File: src/design/gpg_pkg.sv
// ----------------------------------------------------------------------------
// gpg_pkg: shared constants for the GF(p) polynomial gcd block
// Field widths, default sizing and the modular multiply step width.
// ----------------------------------------------------------------------------
package gpg_pkg;

	// Default highest power of x held in the coefficient stores
	localparam int MAX_DEGREE_DEF = 32;

	// Coefficient and modulus width
	localparam int COEF_W = 16;

	// Width of the index fields on the ports
	localparam int IDX_PORT_W = 6;

	// Modulus register reset value and smallest usable modulus
	localparam logic [COEF_W-1:0] MOD_RESET = 16'd13;
	localparam logic [COEF_W-1:0] MOD_MIN   = 16'd2;

	// Product width and product bits reduced per cycle in the multiplier
	localparam int PROD_W          = 2 * COEF_W;
	localparam int MM_BITS_PER_CYC = 2;

endpackage

File: src/design/gpg_coef_ram.sv
// ----------------------------------------------------------------------------
// gpg_coef_ram: coefficient store
// One write port and one read port, read data registered.
// ----------------------------------------------------------------------------
module gpg_coef_ram #(
	parameter int DEPTH = gpg_pkg::MAX_DEGREE_DEF + 1,
	parameter int AW    = $clog2(DEPTH),
	parameter int W     = gpg_pkg::COEF_W
) (
	input  logic          clk,
	input  logic          we,
	input  logic [AW-1:0] waddr,
	input  logic [W-1:0]  wdata,
	input  logic [AW-1:0] raddr,
	output logic [W-1:0]  rdata
);

	logic [W-1:0] mem [DEPTH];

	// Write, then register the read data
	always_ff @(posedge clk) begin
		if (we) begin
			mem[waddr] <= wdata;
		end
		rdata <= mem[raddr];
	end

endmodule

File: src/design/gpg_mulmod.sv
// ----------------------------------------------------------------------------
// gpg_mulmod: modular multiplier
// Registers a*b, then reduces the product modulo p MM_BITS_PER_CYC bits per
// cycle by restoring shift-and-subtract. done pulses for one cycle; result then
// holds until the next start.
// ----------------------------------------------------------------------------
module gpg_mulmod (
	input  logic                        clk,
	input  logic                        arst_n,
	input  logic                        start,
	input  logic [gpg_pkg::COEF_W-1:0]  op_a,
	input  logic [gpg_pkg::COEF_W-1:0]  op_b,
	input  logic [gpg_pkg::COEF_W-1:0]  modp,
	output logic                        done,
	output logic [gpg_pkg::COEF_W-1:0]  result
);

	localparam int W      = gpg_pkg::COEF_W;
	localparam int PW     = gpg_pkg::PROD_W;
	localparam int BPC    = gpg_pkg::MM_BITS_PER_CYC;
	localparam int N_STEP = PW / BPC;
	localparam int CW     = $clog2(N_STEP);

	logic [PW-1:0] prod_q, prod_nx;
	logic [W-1:0]  r_q, r_nx, p_q;
	logic [CW-1:0] cnt_q;
	logic          busy_q, done_q;

	// Shift the next product bits into the partial remainder
	always_comb begin
		logic [W:0] t;
		r_nx    = r_q;
		prod_nx = prod_q;
		t       = '0;
		for (int i = 0; i < BPC; i++) begin
			t = {r_nx, prod_nx[PW-1]};
			if (t >= {1'b0, p_q}) begin
				t = t - {1'b0, p_q};
			end
			r_nx    = t[W-1:0];
			prod_nx = prod_nx << 1;
		end
	end

	// Load on start, advance while busy
	always_ff @(posedge clk or negedge arst_n) begin
		if (!arst_n) begin
			busy_q <= 1'b0;
			done_q <= 1'b0;
			cnt_q  <= '0;
			prod_q <= '0;
			r_q    <= '0;
			p_q    <= gpg_pkg::MOD_MIN;
		end else begin
			done_q <= 1'b0;
			if (start) begin
				prod_q <= PW'(op_a) * PW'(op_b);
				p_q    <= modp;
				r_q    <= '0;
				cnt_q  <= '0;
				busy_q <= 1'b1;
			end else if (busy_q) begin
				prod_q <= prod_nx;
				r_q    <= r_nx;
				cnt_q  <= cnt_q + 1'b1;
				if (cnt_q == CW'(N_STEP - 1)) begin
					busy_q <= 1'b0;
					done_q <= 1'b1;
				end
			end
		end
	end

	assign done   = done_q;
	assign result = r_q;

endmodule

File: src/design/gf_p_polynomial_gcd.sv
// ----------------------------------------------------------------------------
// gf_p_polynomial_gcd: gcd of two polynomials over GF(p)
// Loads two coefficient stores, runs Euclid's algorithm in place and emits
// the monic gcd from degree 0 upward.
// ----------------------------------------------------------------------------
// Usage:
//   Input channel (in_valid/in_stall): one coefficient per item. poly_select
//   picks the polynomial, coef_index the power of x; an index above
//   MAX_DEGREE stores nothing. end_of_load starts the gcd run after the item.
//   Each stored coefficient is reduced mod p by the modular multiplier (one
//   product, then 2 bits per cycle) before the next load item is taken.
//   Output channel (out_valid/out_stall): one item per gcd coefficient, last
//   on the leading one; both polynomials zero gives a single item with error.
//   A run does 2*(MAX_DEGREE+1) modular multiplies for the initial reduction,
//   up to 32 per inverse, one per quotient digit and per product term and
//   one per output coefficient, so it grows with the square of the degrees.
//   Both stores live in single-port-read RAMs; after each run and after
//   reset a clearing pass over the MAX_DEGREE+1 entries zeroes them, with
//   in_stall held high. A stalled output item holds; the block keeps computing
//   the next coefficient and waits only when that one is ready.
//   The user writes modulus through cfg_wr_en/cfg_wr_data only while idle;
//   the block does not enforce it. Reset value 13, values below 2 act as 2.
// ----------------------------------------------------------------------------
module gf_p_polynomial_gcd #(
	parameter int MAX_DEGREE = gpg_pkg::MAX_DEGREE_DEF
) (
	input  logic                            clk,
	input  logic                            arst_n,
	input  logic                            cfg_wr_en,
	input  logic [gpg_pkg::COEF_W-1:0]      cfg_wr_data,
	input  logic                            in_valid,
	output logic                            in_stall,
	input  logic                            poly_select,
	input  logic [gpg_pkg::IDX_PORT_W-1:0]  coef_index,
	input  logic [gpg_pkg::COEF_W-1:0]      coef_value,
	input  logic                            end_of_load,
	output logic                            out_valid,
	input  logic                            out_stall,
	output logic [gpg_pkg::IDX_PORT_W-1:0]  out_index,
	output logic [gpg_pkg::COEF_W-1:0]      out_value,
	output logic                            last,
	output logic                            error
);

	localparam int W     = gpg_pkg::COEF_W;
	localparam int PW    = gpg_pkg::IDX_PORT_W;
	localparam int DEPTH = MAX_DEGREE + 1;
	localparam int IDX_W = $clog2(DEPTH);
	localparam logic [IDX_W-1:0] LAST_IDX = IDX_W'(MAX_DEGREE);

	typedef enum logic [25:0] {
		S_CLEAR    = 26'h0000001,
		S_LOAD     = 26'h0000002,
		S_LMUL     = 26'h0000004,
		S_PRD      = 26'h0000008,
		S_PMA      = 26'h0000010,
		S_PWA      = 26'h0000020,
		S_PWB      = 26'h0000040,
		S_DECIDE   = 26'h0000080,
		S_LOOP     = 26'h0000100,
		S_INV_RD   = 26'h0000200,
		S_INV_LD   = 26'h0000400,
		S_INV_CHK  = 26'h0000800,
		S_INV_WACC = 26'h0001000,
		S_INV_WSQ  = 26'h0002000,
		S_INV_END  = 26'h0004000,
		S_DIV_TOP  = 26'h0008000,
		S_DIV_Q    = 26'h0010000,
		S_DIV_QW   = 26'h0020000,
		S_DIV_RD   = 26'h0040000,
		S_DIV_M    = 26'h0080000,
		S_DIV_MW   = 26'h0100000,
		S_DIV_END  = 26'h0200000,
		S_OUT_RD   = 26'h0400000,
		S_OUT_M    = 26'h0800000,
		S_OUT_MW   = 26'h1000000,
		S_OUT_PUT  = 26'h2000000
	} state_t;

	state_t state_q;

	logic [W-1:0]     mod_q, p_eff;
	logic [IDX_W-1:0] idx_q, da_q, db_q, k_q, j_q, ld_idx_q, rem_deg_q;
	logic             asel_q, fin_q, err_q, anz_q, bnz_q, rem_nz_q;
	logic             ld_sel_q, ld_eol_q;
	logic [W-1:0]     tmp_q, q_q, inv_q, acc_q, base_q, e_q;
	logic             out_valid_q;

	// RAM and multiplier hookup
	logic             we0, we1;
	logic [IDX_W-1:0] waddr, ra_a, ra_b, raddr0, raddr1;
	logic [W-1:0]     wdata, rd0, rd1, rd_a, rd_b;
	logic             mm_start, mm_done;
	logic [W-1:0]     mm_a, mm_b, mm_res;
	logic [W:0]       sub_w;
	logic [W-1:0]     sub_res;
	logic             in_take, in_rng, out_free, out_last;

	assign p_eff    = (mod_q < gpg_pkg::MOD_MIN) ? gpg_pkg::MOD_MIN : mod_q;
	assign in_stall = (state_q != S_LOAD);
	assign in_take  = in_valid && (state_q == S_LOAD);
	assign in_rng   = (coef_index <= PW'(MAX_DEGREE));
	assign out_free = !out_valid_q || !out_stall;
	assign out_last = err_q || (idx_q == da_q);
	assign out_valid = out_valid_q;

	// Map the working pair (A, B) onto the two physical stores
	assign raddr0 = asel_q ? ra_b : ra_a;
	assign raddr1 = asel_q ? ra_a : ra_b;
	assign rd_a   = asel_q ? rd1 : rd0;
	assign rd_b   = asel_q ? rd0 : rd1;

	// a[j] - q*b[j-k] mod p, inputs already below p
	assign sub_w   = {1'b0, tmp_q} + {1'b0, p_eff} - {1'b0, mm_res};
	assign sub_res = (sub_w >= {1'b0, p_eff}) ? W'(sub_w - {1'b0, p_eff}) : sub_w[W-1:0];

	// Read addresses
	always_comb begin
		ra_a = idx_q;
		ra_b = idx_q;
		unique case (state_q)
			S_INV_RD: begin
				ra_a = da_q;
				ra_b = db_q;
			end
			S_DIV_TOP: begin
				ra_a = db_q + k_q;
			end
			S_DIV_RD: begin
				ra_a = j_q;
				ra_b = j_q - k_q;
			end
			default: ;
		endcase
	end

	// Write port
	always_comb begin
		we0   = 1'b0;
		we1   = 1'b0;
		waddr = idx_q;
		wdata = mm_res;
		unique case (state_q)
			S_CLEAR: begin
				we0   = 1'b1;
				we1   = 1'b1;
				wdata = '0;
			end
			S_LMUL: begin
				waddr = ld_idx_q;
				we0   = mm_done && !ld_sel_q;
				we1   = mm_done && ld_sel_q;
			end
			S_PWA: begin
				we0 = mm_done;
			end
			S_PWB: begin
				we1 = mm_done;
			end
			S_DIV_MW: begin
				waddr = j_q;
				wdata = sub_res;
				we0   = mm_done && !asel_q;
				we1   = mm_done && asel_q;
			end
			default: ;
		endcase
	end

	// Multiplier operands
	always_comb begin
		mm_start = 1'b0;
		mm_a     = rd_a;
		mm_b     = W'(1);
		unique case (state_q)
			S_LOAD: begin
				mm_start = in_take && in_rng;
				mm_a     = coef_value;
			end
			S_PMA: begin
				mm_start = 1'b1;
			end
			S_PWA: begin
				mm_start = mm_done;
				mm_a     = tmp_q;
			end
			S_INV_CHK: begin
				mm_start = 1'b1;
				mm_a     = e_q[0] ? acc_q : base_q;
				mm_b     = base_q;
			end
			S_INV_WACC: begin
				mm_start = mm_done;
				mm_a     = base_q;
				mm_b     = base_q;
			end
			S_DIV_Q, S_OUT_M: begin
				mm_start = 1'b1;
				mm_b     = inv_q;
			end
			S_DIV_M: begin
				mm_start = 1'b1;
				mm_a     = q_q;
				mm_b     = rd_b;
			end
			default: ;
		endcase
	end

	gpg_coef_ram #(.DEPTH(DEPTH), .AW(IDX_W), .W(W)) u_ram0 (
		.clk   (clk),
		.we    (we0),
		.waddr (waddr),
		.wdata (wdata),
		.raddr (raddr0),
		.rdata (rd0)
	);

	gpg_coef_ram #(.DEPTH(DEPTH), .AW(IDX_W), .W(W)) u_ram1 (
		.clk   (clk),
		.we    (we1),
		.waddr (waddr),
		.wdata (wdata),
		.raddr (raddr1),
		.rdata (rd1)
	);

	gpg_mulmod u_mulmod (
		.clk    (clk),
		.arst_n (arst_n),
		.start  (mm_start),
		.op_a   (mm_a),
		.op_b   (mm_b),
		.modp   (p_eff),
		.done   (mm_done),
		.result (mm_res)
	);

	// Sequencer
	always_ff @(posedge clk or negedge arst_n) begin
		if (!arst_n) begin
			state_q     <= S_CLEAR;
			mod_q       <= gpg_pkg::MOD_RESET;
			idx_q       <= '0;
			da_q        <= '0;
			db_q        <= '0;
			k_q         <= '0;
			j_q         <= '0;
			ld_idx_q    <= '0;
			rem_deg_q   <= '0;
			asel_q      <= 1'b0;
			fin_q       <= 1'b0;
			err_q       <= 1'b0;
			anz_q       <= 1'b0;
			bnz_q       <= 1'b0;
			rem_nz_q    <= 1'b0;
			ld_sel_q    <= 1'b0;
			ld_eol_q    <= 1'b0;
			tmp_q       <= '0;
			q_q         <= '0;
			inv_q       <= '0;
			acc_q       <= '0;
			base_q      <= '0;
			e_q         <= '0;
			out_valid_q <= 1'b0;
			out_index   <= '0;
			out_value   <= '0;
			last        <= 1'b0;
			error       <= 1'b0;
		end else begin
			if (cfg_wr_en) begin
				mod_q <= cfg_wr_data;
			end
			// drop the output item once taken, unless a new one replaces it
			if (out_valid_q && !out_stall && (state_q != S_OUT_PUT)) begin
				out_valid_q <= 1'b0;
			end
			unique case (state_q)
				S_CLEAR: begin
					asel_q <= 1'b0;
					err_q  <= 1'b0;
					if (idx_q == LAST_IDX) begin
						idx_q   <= '0;
						state_q <= S_LOAD;
					end else begin
						idx_q <= idx_q + 1'b1;
					end
				end
				S_LOAD: begin
					if (in_take) begin
						ld_sel_q <= poly_select;
						ld_idx_q <= coef_index[IDX_W-1:0];
						ld_eol_q <= end_of_load;
						if (in_rng) begin
							state_q <= S_LMUL;
						end else if (end_of_load) begin
							idx_q   <= '0;
							anz_q   <= 1'b0;
							bnz_q   <= 1'b0;
							da_q    <= '0;
							db_q    <= '0;
							state_q <= S_PRD;
						end
					end
				end
				S_LMUL: begin
					if (mm_done) begin
						if (ld_eol_q) begin
							idx_q   <= '0;
							anz_q   <= 1'b0;
							bnz_q   <= 1'b0;
							da_q    <= '0;
							db_q    <= '0;
							state_q <= S_PRD;
						end else begin
							state_q <= S_LOAD;
						end
					end
				end
				// reduce both stores mod p and find the degrees
				S_PRD: begin
					state_q <= S_PMA;
				end
				S_PMA: begin
					tmp_q   <= rd_b;
					state_q <= S_PWA;
				end
				S_PWA: begin
					if (mm_done) begin
						if (mm_res != '0) begin
							da_q  <= idx_q;
							anz_q <= 1'b1;
						end
						state_q <= S_PWB;
					end
				end
				S_PWB: begin
					if (mm_done) begin
						if (mm_res != '0) begin
							db_q  <= idx_q;
							bnz_q <= 1'b1;
						end
						if (idx_q == LAST_IDX) begin
							state_q <= S_DECIDE;
						end else begin
							idx_q   <= idx_q + 1'b1;
							state_q <= S_PRD;
						end
					end
				end
				// order the pair so that A has the larger degree
				S_DECIDE: begin
					if (!anz_q && !bnz_q) begin
						err_q   <= 1'b1;
						state_q <= S_OUT_PUT;
					end else begin
						if ((da_q < db_q) || !anz_q) begin
							asel_q <= ~asel_q;
							da_q   <= db_q;
							db_q   <= da_q;
							anz_q  <= bnz_q;
							bnz_q  <= anz_q;
						end
						state_q <= S_LOOP;
					end
				end
				S_LOOP: begin
					fin_q     <= !bnz_q;
					rem_nz_q  <= 1'b0;
					rem_deg_q <= '0;
					state_q   <= S_INV_RD;
				end
				// inverse of the leading coefficient by square and multiply
				S_INV_RD: begin
					state_q <= S_INV_LD;
				end
				S_INV_LD: begin
					base_q <= fin_q ? rd_a : rd_b;
					acc_q  <= W'(1);
					e_q    <= p_eff - W'(2);
					if (p_eff == gpg_pkg::MOD_MIN) begin
						state_q <= S_INV_END;
					end else begin
						state_q <= S_INV_CHK;
					end
				end
				S_INV_CHK: begin
					state_q <= e_q[0] ? S_INV_WACC : S_INV_WSQ;
				end
				S_INV_WACC: begin
					if (mm_done) begin
						acc_q   <= mm_res;
						state_q <= S_INV_WSQ;
					end
				end
				S_INV_WSQ: begin
					if (mm_done) begin
						base_q <= mm_res;
						e_q    <= e_q >> 1;
						if (e_q[W-1:1] == '0) begin
							state_q <= S_INV_END;
						end else begin
							state_q <= S_INV_CHK;
						end
					end
				end
				S_INV_END: begin
					inv_q <= acc_q;
					if (fin_q) begin
						idx_q   <= '0;
						state_q <= S_OUT_RD;
					end else begin
						k_q     <= da_q - db_q;
						state_q <= S_DIV_TOP;
					end
				end
				// one quotient digit per k, from the top down
				S_DIV_TOP: begin
					state_q <= (db_q == '0) ? S_DIV_END : S_DIV_Q;
				end
				S_DIV_Q: begin
					state_q <= S_DIV_QW;
				end
				S_DIV_QW: begin
					if (mm_done) begin
						q_q     <= mm_res;
						j_q     <= db_q + k_q - 1'b1;
						state_q <= S_DIV_RD;
					end
				end
				S_DIV_RD: begin
					state_q <= S_DIV_M;
				end
				S_DIV_M: begin
					tmp_q   <= rd_a;
					state_q <= S_DIV_MW;
				end
				S_DIV_MW: begin
					if (mm_done) begin
						// the last digit leaves the remainder: track its degree
						if ((k_q == '0) && (sub_res != '0) && !rem_nz_q) begin
							rem_deg_q <= j_q;
							rem_nz_q  <= 1'b1;
						end
						if (j_q == k_q) begin
							if (k_q == '0) begin
								state_q <= S_DIV_END;
							end else begin
								k_q     <= k_q - 1'b1;
								state_q <= S_DIV_TOP;
							end
						end else begin
							j_q     <= j_q - 1'b1;
							state_q <= S_DIV_RD;
						end
					end
				end
				// (A, B) becomes (B, remainder)
				S_DIV_END: begin
					asel_q  <= ~asel_q;
					da_q    <= db_q;
					db_q    <= rem_deg_q;
					bnz_q   <= rem_nz_q;
					state_q <= S_LOOP;
				end
				// scale the gcd to monic and emit it
				S_OUT_RD: begin
					state_q <= S_OUT_M;
				end
				S_OUT_M: begin
					state_q <= S_OUT_MW;
				end
				S_OUT_MW: begin
					if (mm_done) begin
						state_q <= S_OUT_PUT;
					end
				end
				S_OUT_PUT: begin
					if (out_free) begin
						out_valid_q <= 1'b1;
						out_index   <= err_q ? '0 : PW'(idx_q);
						out_value   <= err_q ? '0 : mm_res;
						last        <= out_last;
						error       <= err_q;
						if (out_last) begin
							idx_q   <= '0;
							state_q <= S_CLEAR;
						end else begin
							idx_q   <= idx_q + 1'b1;
							state_q <= S_OUT_RD;
						end
					end
				end
				default: begin
					state_q <= S_CLEAR;
				end
			endcase
		end
	end

endmodule
File: config.mk
export PLATFORM = sky130hd
export DESIGN_NAME = gf_p_polynomial_gcd
export DESIGN_NICKNAME = d
export VERILOG_FILES = /design/src/design/gpg_pkg.sv /design/src/design/gpg_coef_ram.sv /design/src/design/gpg_mulmod.sv /design/src/design/gf_p_polynomial_gcd.sv
export SDC_FILE = /design/constraint.sdc
export NUM_CORES = 2
export LEC_CHECK = 0
export ABC_AREA = 1
export BUFFER_PORTS_ARGS = -buffer_cell sky130_fd_sc_hd__buf_4
export CORE_UTILIZATION = 47
export CTS_CLUSTER_DIAMETER = 200
export DETAILED_ROUTE_END_ITERATION = 16
export GPL_TIMING_DRIVEN = 0
export HOLD_SLACK_MARGIN = 0.06
export MAX_ROUTING_LAYER = met4
export PLACE_DENSITY = 0.72
export SETUP_SLACK_MARGIN = 0.4
export SLEW_MARGIN = 10
export SYNTH_ARGS = -nofsm -noshare
export SYNTH_HDL_FRONTEND = slang
export SYNTH_SLANG_ARGS = --single-unit
File: constraint.sdc
create_clock -name clk -period 17.7 [get_ports clk]
set_clock_uncertainty 0.15 [all_clocks]
set_input_delay 2.655 -clock clk [delete_from_list [all_inputs] [get_ports clk]]
set_output_delay 2.655 -clock clk [all_outputs]
set_load 0.1 [all_outputs]
# Yosys cells after proc, flatten, opt, wreduce, memory -nomap -nowiden

Memories as Yosys holds them, arrays and structs flattened. A register that Yosys moved wholly into a read port is not among the register bits.
Cells that the tools add are included.

Register bits after elaboration: 283
Bits in latches: 0
RAM bits: 1056
ROM bits: 0
Bits of input ports: 45
Output and inout bits: 26
Logic and storage cells: 300
Memories: 2

Memories:

| memory     | depth | bits a word | read ports | clocked after Yosys merged registers in | write ports | RTL line           | source |
|---|---|---|---|---|---|---|---|
| u_ram0.mem | 33    | 16          | 1          | 1                                       | 1           | gpg_coef_ram.sv:18 | `logic [W-1:0] mem [DEPTH];` |
| u_ram1.mem | 33    | 16          | 1          | 1                                       | 1           | gpg_coef_ram.sv:18 |  |

$add $sub $neg: 14
Multiply operators: 1
Divide/modulo/power cells: 0
Magnitude comparators: 6
Equal/unequal tests: 60
Shift operators: 0
Multiplexer cells: 124
Bitwise logic cells: 1
Reductions and logical operators: 58

Operators by type and width:

| cell                                                                    | number |
|---|---|
| 26-bit one-hot mux with 26 select lines                                 | 1 |
| 26-bit two-way mux                                                      | 15 |
| 16-bit two-way mux                                                      | 13 |
| 6-bit two-way mux                                                       | 29 |
| 16-bit one-hot mux with 2 select lines                                  | 5 |
| 16-bit one-hot mux with 5 select lines                                  | 1 |
| 32-bit two-way mux                                                      | 2 |
| 6-bit one-hot mux with 2 select lines                                   | 5 |
| 6-bit one-hot mux with 5 select lines                                   | 2 |
| 17-bit by 16-bit >= comparator with 1-bit output                        | 3 |
| 16-bit one-hot mux with 3 select lines                                  | 1 |
| 16-bit subtractor                                                       | 3 |
| 23-bit two-way mux                                                      | 2 |
| 22-bit two-way mux                                                      | 2 |
| 10-bit AND reduction                                                    | 4 |
| 2-bit != test, second input constant                                    | 18 |
| 6-bit one-hot mux with 6 select lines                                   | 1 |
| 16-bit by 16-bit multiplier with 32-bit output                          | 1 |
| 16-bit nonzero test                                                     | 2 |
| 15-bit two-way mux                                                      | 2 |
| 1-bit two-way mux                                                       | 29 |
| 26-bit by 1-bit equality test with 1-bit output, second input constant  | 1 |
| 26-bit by 10-bit equality test with 1-bit output, second input constant | 1 |
| 26-bit by 11-bit equality test with 1-bit output, second input constant | 1 |
| other kinds (68)                                                        | 120 |

# Depth between registers and ports, before layout

Word-level depth: 12
Mapped depth: 39
Mapped depth without buffers: 37

# Hierarchy

Synthesis repeated with hierarchy kept, for this count alone.

Cells, all modules: 7815
Area, all modules: 74007.2 um^2

Modules (own cells, without submodules):

| module              | times used | cells each | area each (um^2) | seq. area each (um^2) |
|---|---|---|---|---|
| gpg_coef_ram        | 2          | 1833       | 21976.1          | 16175.5 |
| gf_p_polynomial_gcd | 1          | 2158       | 15748.9          | 5335.1 |
| gpg_mulmod          | 1          | 1991       | 14306.2          | 1752.9 |

# Worst setup path after synthesis

OpenSTA, ideal clock, no wires.

Path kind: input-to-reg
Start: input coef_value[10] in the netlist's numbering
End: register u_mulmod.prod_q[22]
Library setup time: 0.137 ns
Arrival time: 8.086 ns
Required time: 17.413 ns
Slack: 9.327 ns
Cell stages on the path: 24
Path buffers: 0
Path through: a221oi_1 o2111ai_1 nand2_1 clkinv_1 nand2_1 fa_1 fa_1 fa_1 fa_1 inv_1 fa_1 inv_1 fa_1 inv_1 ha_1 a21oi_1 inv_1 a31oi_1 nand2_1 a21oi_1 o21ai_0 or2_2 nand3_1 o221ai_1

Longest elaborated chain between the ends: 3

RTL lines:

| element                                        | RTL line                   | source |
|---|---|---|
| start, declared                                | gf_p_polynomial_gcd.sv:35  | `input logic [gpg_pkg::COEF_W-1:0] coef_value,` |
| 16-bit one-hot mux with 5 select lines         | gf_p_polynomial_gcd.sv:175 | `unique case (state_q)` |
| 16-bit by 16-bit multiplier with 32-bit output | gpg_mulmod.sv:57           | `prod_q <= PW'(op_a) * PW'(op_b);` |
| 32-bit two-way mux                             | gpg_mulmod.sv:56           | `if (start) begin` |
| end signal, assigned                           | gpg_mulmod.sv:57           |  |
| end signal, assigned                           | gpg_mulmod.sv:63           | `prod_q <= prod_nx;` |
| end, declared                                  | gpg_mulmod.sv:24           | `logic [PW-1:0] prod_q, prod_nx;` |

Every way passes these cells.
A chain may end at the register's enable or synchronous reset.

# Final worst setup path

Start: register state_q[22]
End: register u_mulmod.prod_q[31]

Longest elaborated chain between the ends: 5
Elaborated cells between the ends (all ways): 20
Those cells by class: mul (1); eq/ne (8); mux (4); reduce/logical (7)

RTL lines:

| element                                                                                                 | RTL line                                               | source |
|---|---|---|
| start, declared                                                                                         | gf_p_polynomial_gcd.sv:80                              | `state_t state_q;` |
| start signal, assigned                                                                                  | gf_p_polynomial_gcd.sv:388                             | `state_q <= e_q[0] ? S_INV_WACC : S_INV_WSQ;` |
| start signal, assigned                                                                                  | gf_p_polynomial_gcd.sv:419                             | `state_q <= (db_q == '0) ? S_DIV_END : S_DIV_Q;` |
| 26-bit by 24-bit equality test with 1-bit output (tied with other cells)                                | gf_p_polynomial_gcd.sv:175                             |  |
| 2-bit OR reduction (tied with other cells)                                                              | gf_p_polynomial_gcd.sv:175                             |  |
| 16-bit one-hot mux with 3 select lines or 1-bit logical AND (tied branches)                             | gf_p_polynomial_gcd.sv:175, gf_p_polynomial_gcd.sv:177 |  |
| 16-bit by 16-bit multiplier with 32-bit output or 1-bit one-hot mux with 3 select lines (tied branches) | gpg_mulmod.sv:57, gf_p_polynomial_gcd.sv:175           |  |
| 32-bit two-way mux or 2-bit nonzero test (tied branches)                                                | n/a                                                    |  |

Several ways; a longest one is shown, not always the timed one.

==> metrics.cfg <==
[sta]
slew_viol_final = 0
worst_slew_pin_slew_ns = 1.38
period_share_pct = 51.1
maxSlewHeadroom_pct = 7.71
setup_viol = 0
rsz0062_at_grt = no
period_needed_ns = 9.05
hold_viol_final = 0
fmax_ghz = 0.111
fin_tns_setup_ns = 0

[drt]
routed_wl_um = 253000
vias = 61300
wl_per_cell_um = 23.8
routed_via_density = 5.77
antenna_left = 0
drt_pass1_iterations = 7
drc_errors = 0
initialDrtViolationCount = 8386

[pwr]
switching_share_pct = 32.7
cell_internal_pwr_mw = 5.90
p_leak_nw = 37.7
clkPwrFrac_pct = 34.2
p_switching_mw = 2.87
p_seq_share_pct = 41.0
pwr-share-comb_pct = 24.8
ir_drop_v = 0.000111
powerDensity_mw_per_mm2 = 103

[die]
die_x_um = 403
coreArea_mm2 = 0.159
io_pins = 71
die_area_mm2 = 0.162
die_h_um = 403
row_count = 146
start_util_pct = 47.5

[logic_synthesis]
ys_types = 71
synth_area_leaders = edfxtp_1 42%, dfrtp_1 9.2%, nand3_1 8.6%
avgSynthCellArea_um2 = 9.31
synth_cells = 8104
synth_ff_type = edfxtp_1
yosysTopAreaCellShare_pct = 42.0
synth_edf_count = 1056
synth.cell_area_mm2 = 0.0754
ys_ff_latch = 1371
async_flop_share_pct = 20.6
syn_nets = 8554
yosysTopAreaCell = edfxtp_1
yosysSeqAreaShare_pct = 52.3
yosysWarnings = 0

[worst_hold_path]
hold_start = u_ram0.mem[32][9]
hold_class = reg -> reg

[worst_setup_path]
cp-startpoint = state_q[22]
crit_top_cell = fa_1
criticalPathCategory = reg -> reg
slowest_stage = nor3_2
critPathCaptureType = flop
critPathMaxStageDelay_ns = 0.73
crit_path_start_kind = flop
arrival_ns = 9.56
reg2reg_from = state_q[22]
cp_max_fo = 10
required_ns = 18.21

[cells_and_area]
stdcell_area_mm2 = 0.0855
area_delta_synth_final_pct = 13.4
final_common_cell = nand2_1
layout_common_cells = 1,638 x nand2_1, 1,408 x inv_1, 1,295 x nand3_1
nets = 8880
fillers = 13700
drive_gt1_share_pct = 9.39

[grt]
track_usage_pct = 32.0
antenna_found_initial = 4
grt_pass1_vias = 59400
grt_start_max_net_pins = 105
grt_pass1_wl_um = 375000
grt_overflow = 0

[clock_network]
cts_buffers = 148
root_buffer = clkbuf_16
path_clk_slew_ns = 0.06
cts_resized = 0
insertion_delay_ns = 0.80
clockBufferDepth = 3
tritoncts = done
cts_hold_buf = 0
cts_setup_buffers = 0
cts_sinks = 1371
cts-htree-levels = 4

[outcome]
status = complete, no violations

[flow_run]
drv_cap = 0

[placed_design]
detailed_place.area_mm2 = 0.0808
dp_hpwl_um = 189000
gp_congestion = 1.06
port_buffers = 70

area by class of cell:
type                    count  area, um^2  area share [%]
diodes                      5        12.5          0.0146
plain buffers             365        1870            2.19
clock buffers             188        3930            4.60
clock inverters            80         713           0.834
inverters                1443        5420            6.34
multi-input cells        4925       29000            34.0
flip-flops and latches   1371       39400            46.1
well taps                2072        2590            3.03
repair buffers            176        2480            2.90
power by group through the flow:
stage / Sequential (mW) / Clock, mW / Combinational [mW]
2_1_floorplan: 3.66 / 0 / 1.38
3_3_place_gp: 3.72 / 0 / 1.98
3_5_place_dp: 3.66 / 0 / 2.11
4_1_cts: 3.60 / 3.01 / 2.12
5_1_grt: 3.60 / 3.13 / 2.38
6_report: 3.60 / 3.00 / 2.17
worst max-delay path: cells and delay by family, from the launching register on:
kind / cells / cell delay, ns
simple gates: 12 / 3.00
buf+inv: 5 / 1.24
compound gates: 3 / 0.67
flops: 1 / 0.40
fa+ha+maj: 7 / 3.44
path summary, 6_finish.rpt:
kind	endpoint	slack (ns)	depth (start not counted)
max reg2reg	u_mulmod.prod_q[31]	8.65	27
min in group asynchronous	ld_idx_q[1]	1.71	1
max in group asynchronous	u_mulmod.prod_q[26]	14.70	2
min	u_ram0.rdata[9]	0.30	2
max	u_mulmod.prod_q[31]	8.65	27
min reg2reg	u_ram0.rdata[9]	0.30	2
flip-flops by register name, summed over array words and instances, names as in the netlist, 26 cells and up:
register         count
u_ram1.mem         528
u_mulmod.prod_q     32
u_ram0.mem         528
state_q             26
per-layer routing:
metal	GRT usage, %	wire length (um)	vias up
met5	-	0	-
met4	15.3	13900	0
met3	6.70	27600	777
met2	48.6	114000	3652
met1	40.8	97600	29500
li1	-	-	27400
logic make-up after synthesis:
kind of cell	synth area share (%)
xor gates and xnor gates	1.20
adders and majority gates	8.86
buffers and inverters	9.67
AOI/OAI and AO/OA	5.59
and+or+nand+nor	22.3
DFF	52.3
muxes	0.0431
synth_stat cells, types with 170 or more instances:
cell and number:
buf_2 191, edfxtp_1 1056, ha_1 190, nor2_1 394, o21ai_0 325, nand3b_1 193, nand2_1 1638, fa_1 215
inv_1 1408, a21oi_1 170, nand3_1 1295, dfrtp_1 278
metrics by stage:
| step | power (mW) | hold WS, ns | utilization, % | setup slack (ns) | std cells |
|---|---|---|---|---|---|
| 2_1_floorplan | 5.05 | 0.269 | - | 9.33 | 8104 |
| 3_3_place_gp | 5.69 | 0.279 | 49.5 | 4.84 | 10200 |
| 3_5_place_dp | 5.77 | 0.280 | 50.9 | 7.88 | 10400 |
| 4_1_cts | 8.73 | 0.294 | 53.9 | 8.69 | 10600 |
| 5_1_grt | 9.11 | 0.311 | 53.9 | 8.36 | 10600 |
| 6_report | 8.78 | 0.297 | 53.9 | 8.65 | 10600 |
(Power assumes the default switching activity.)
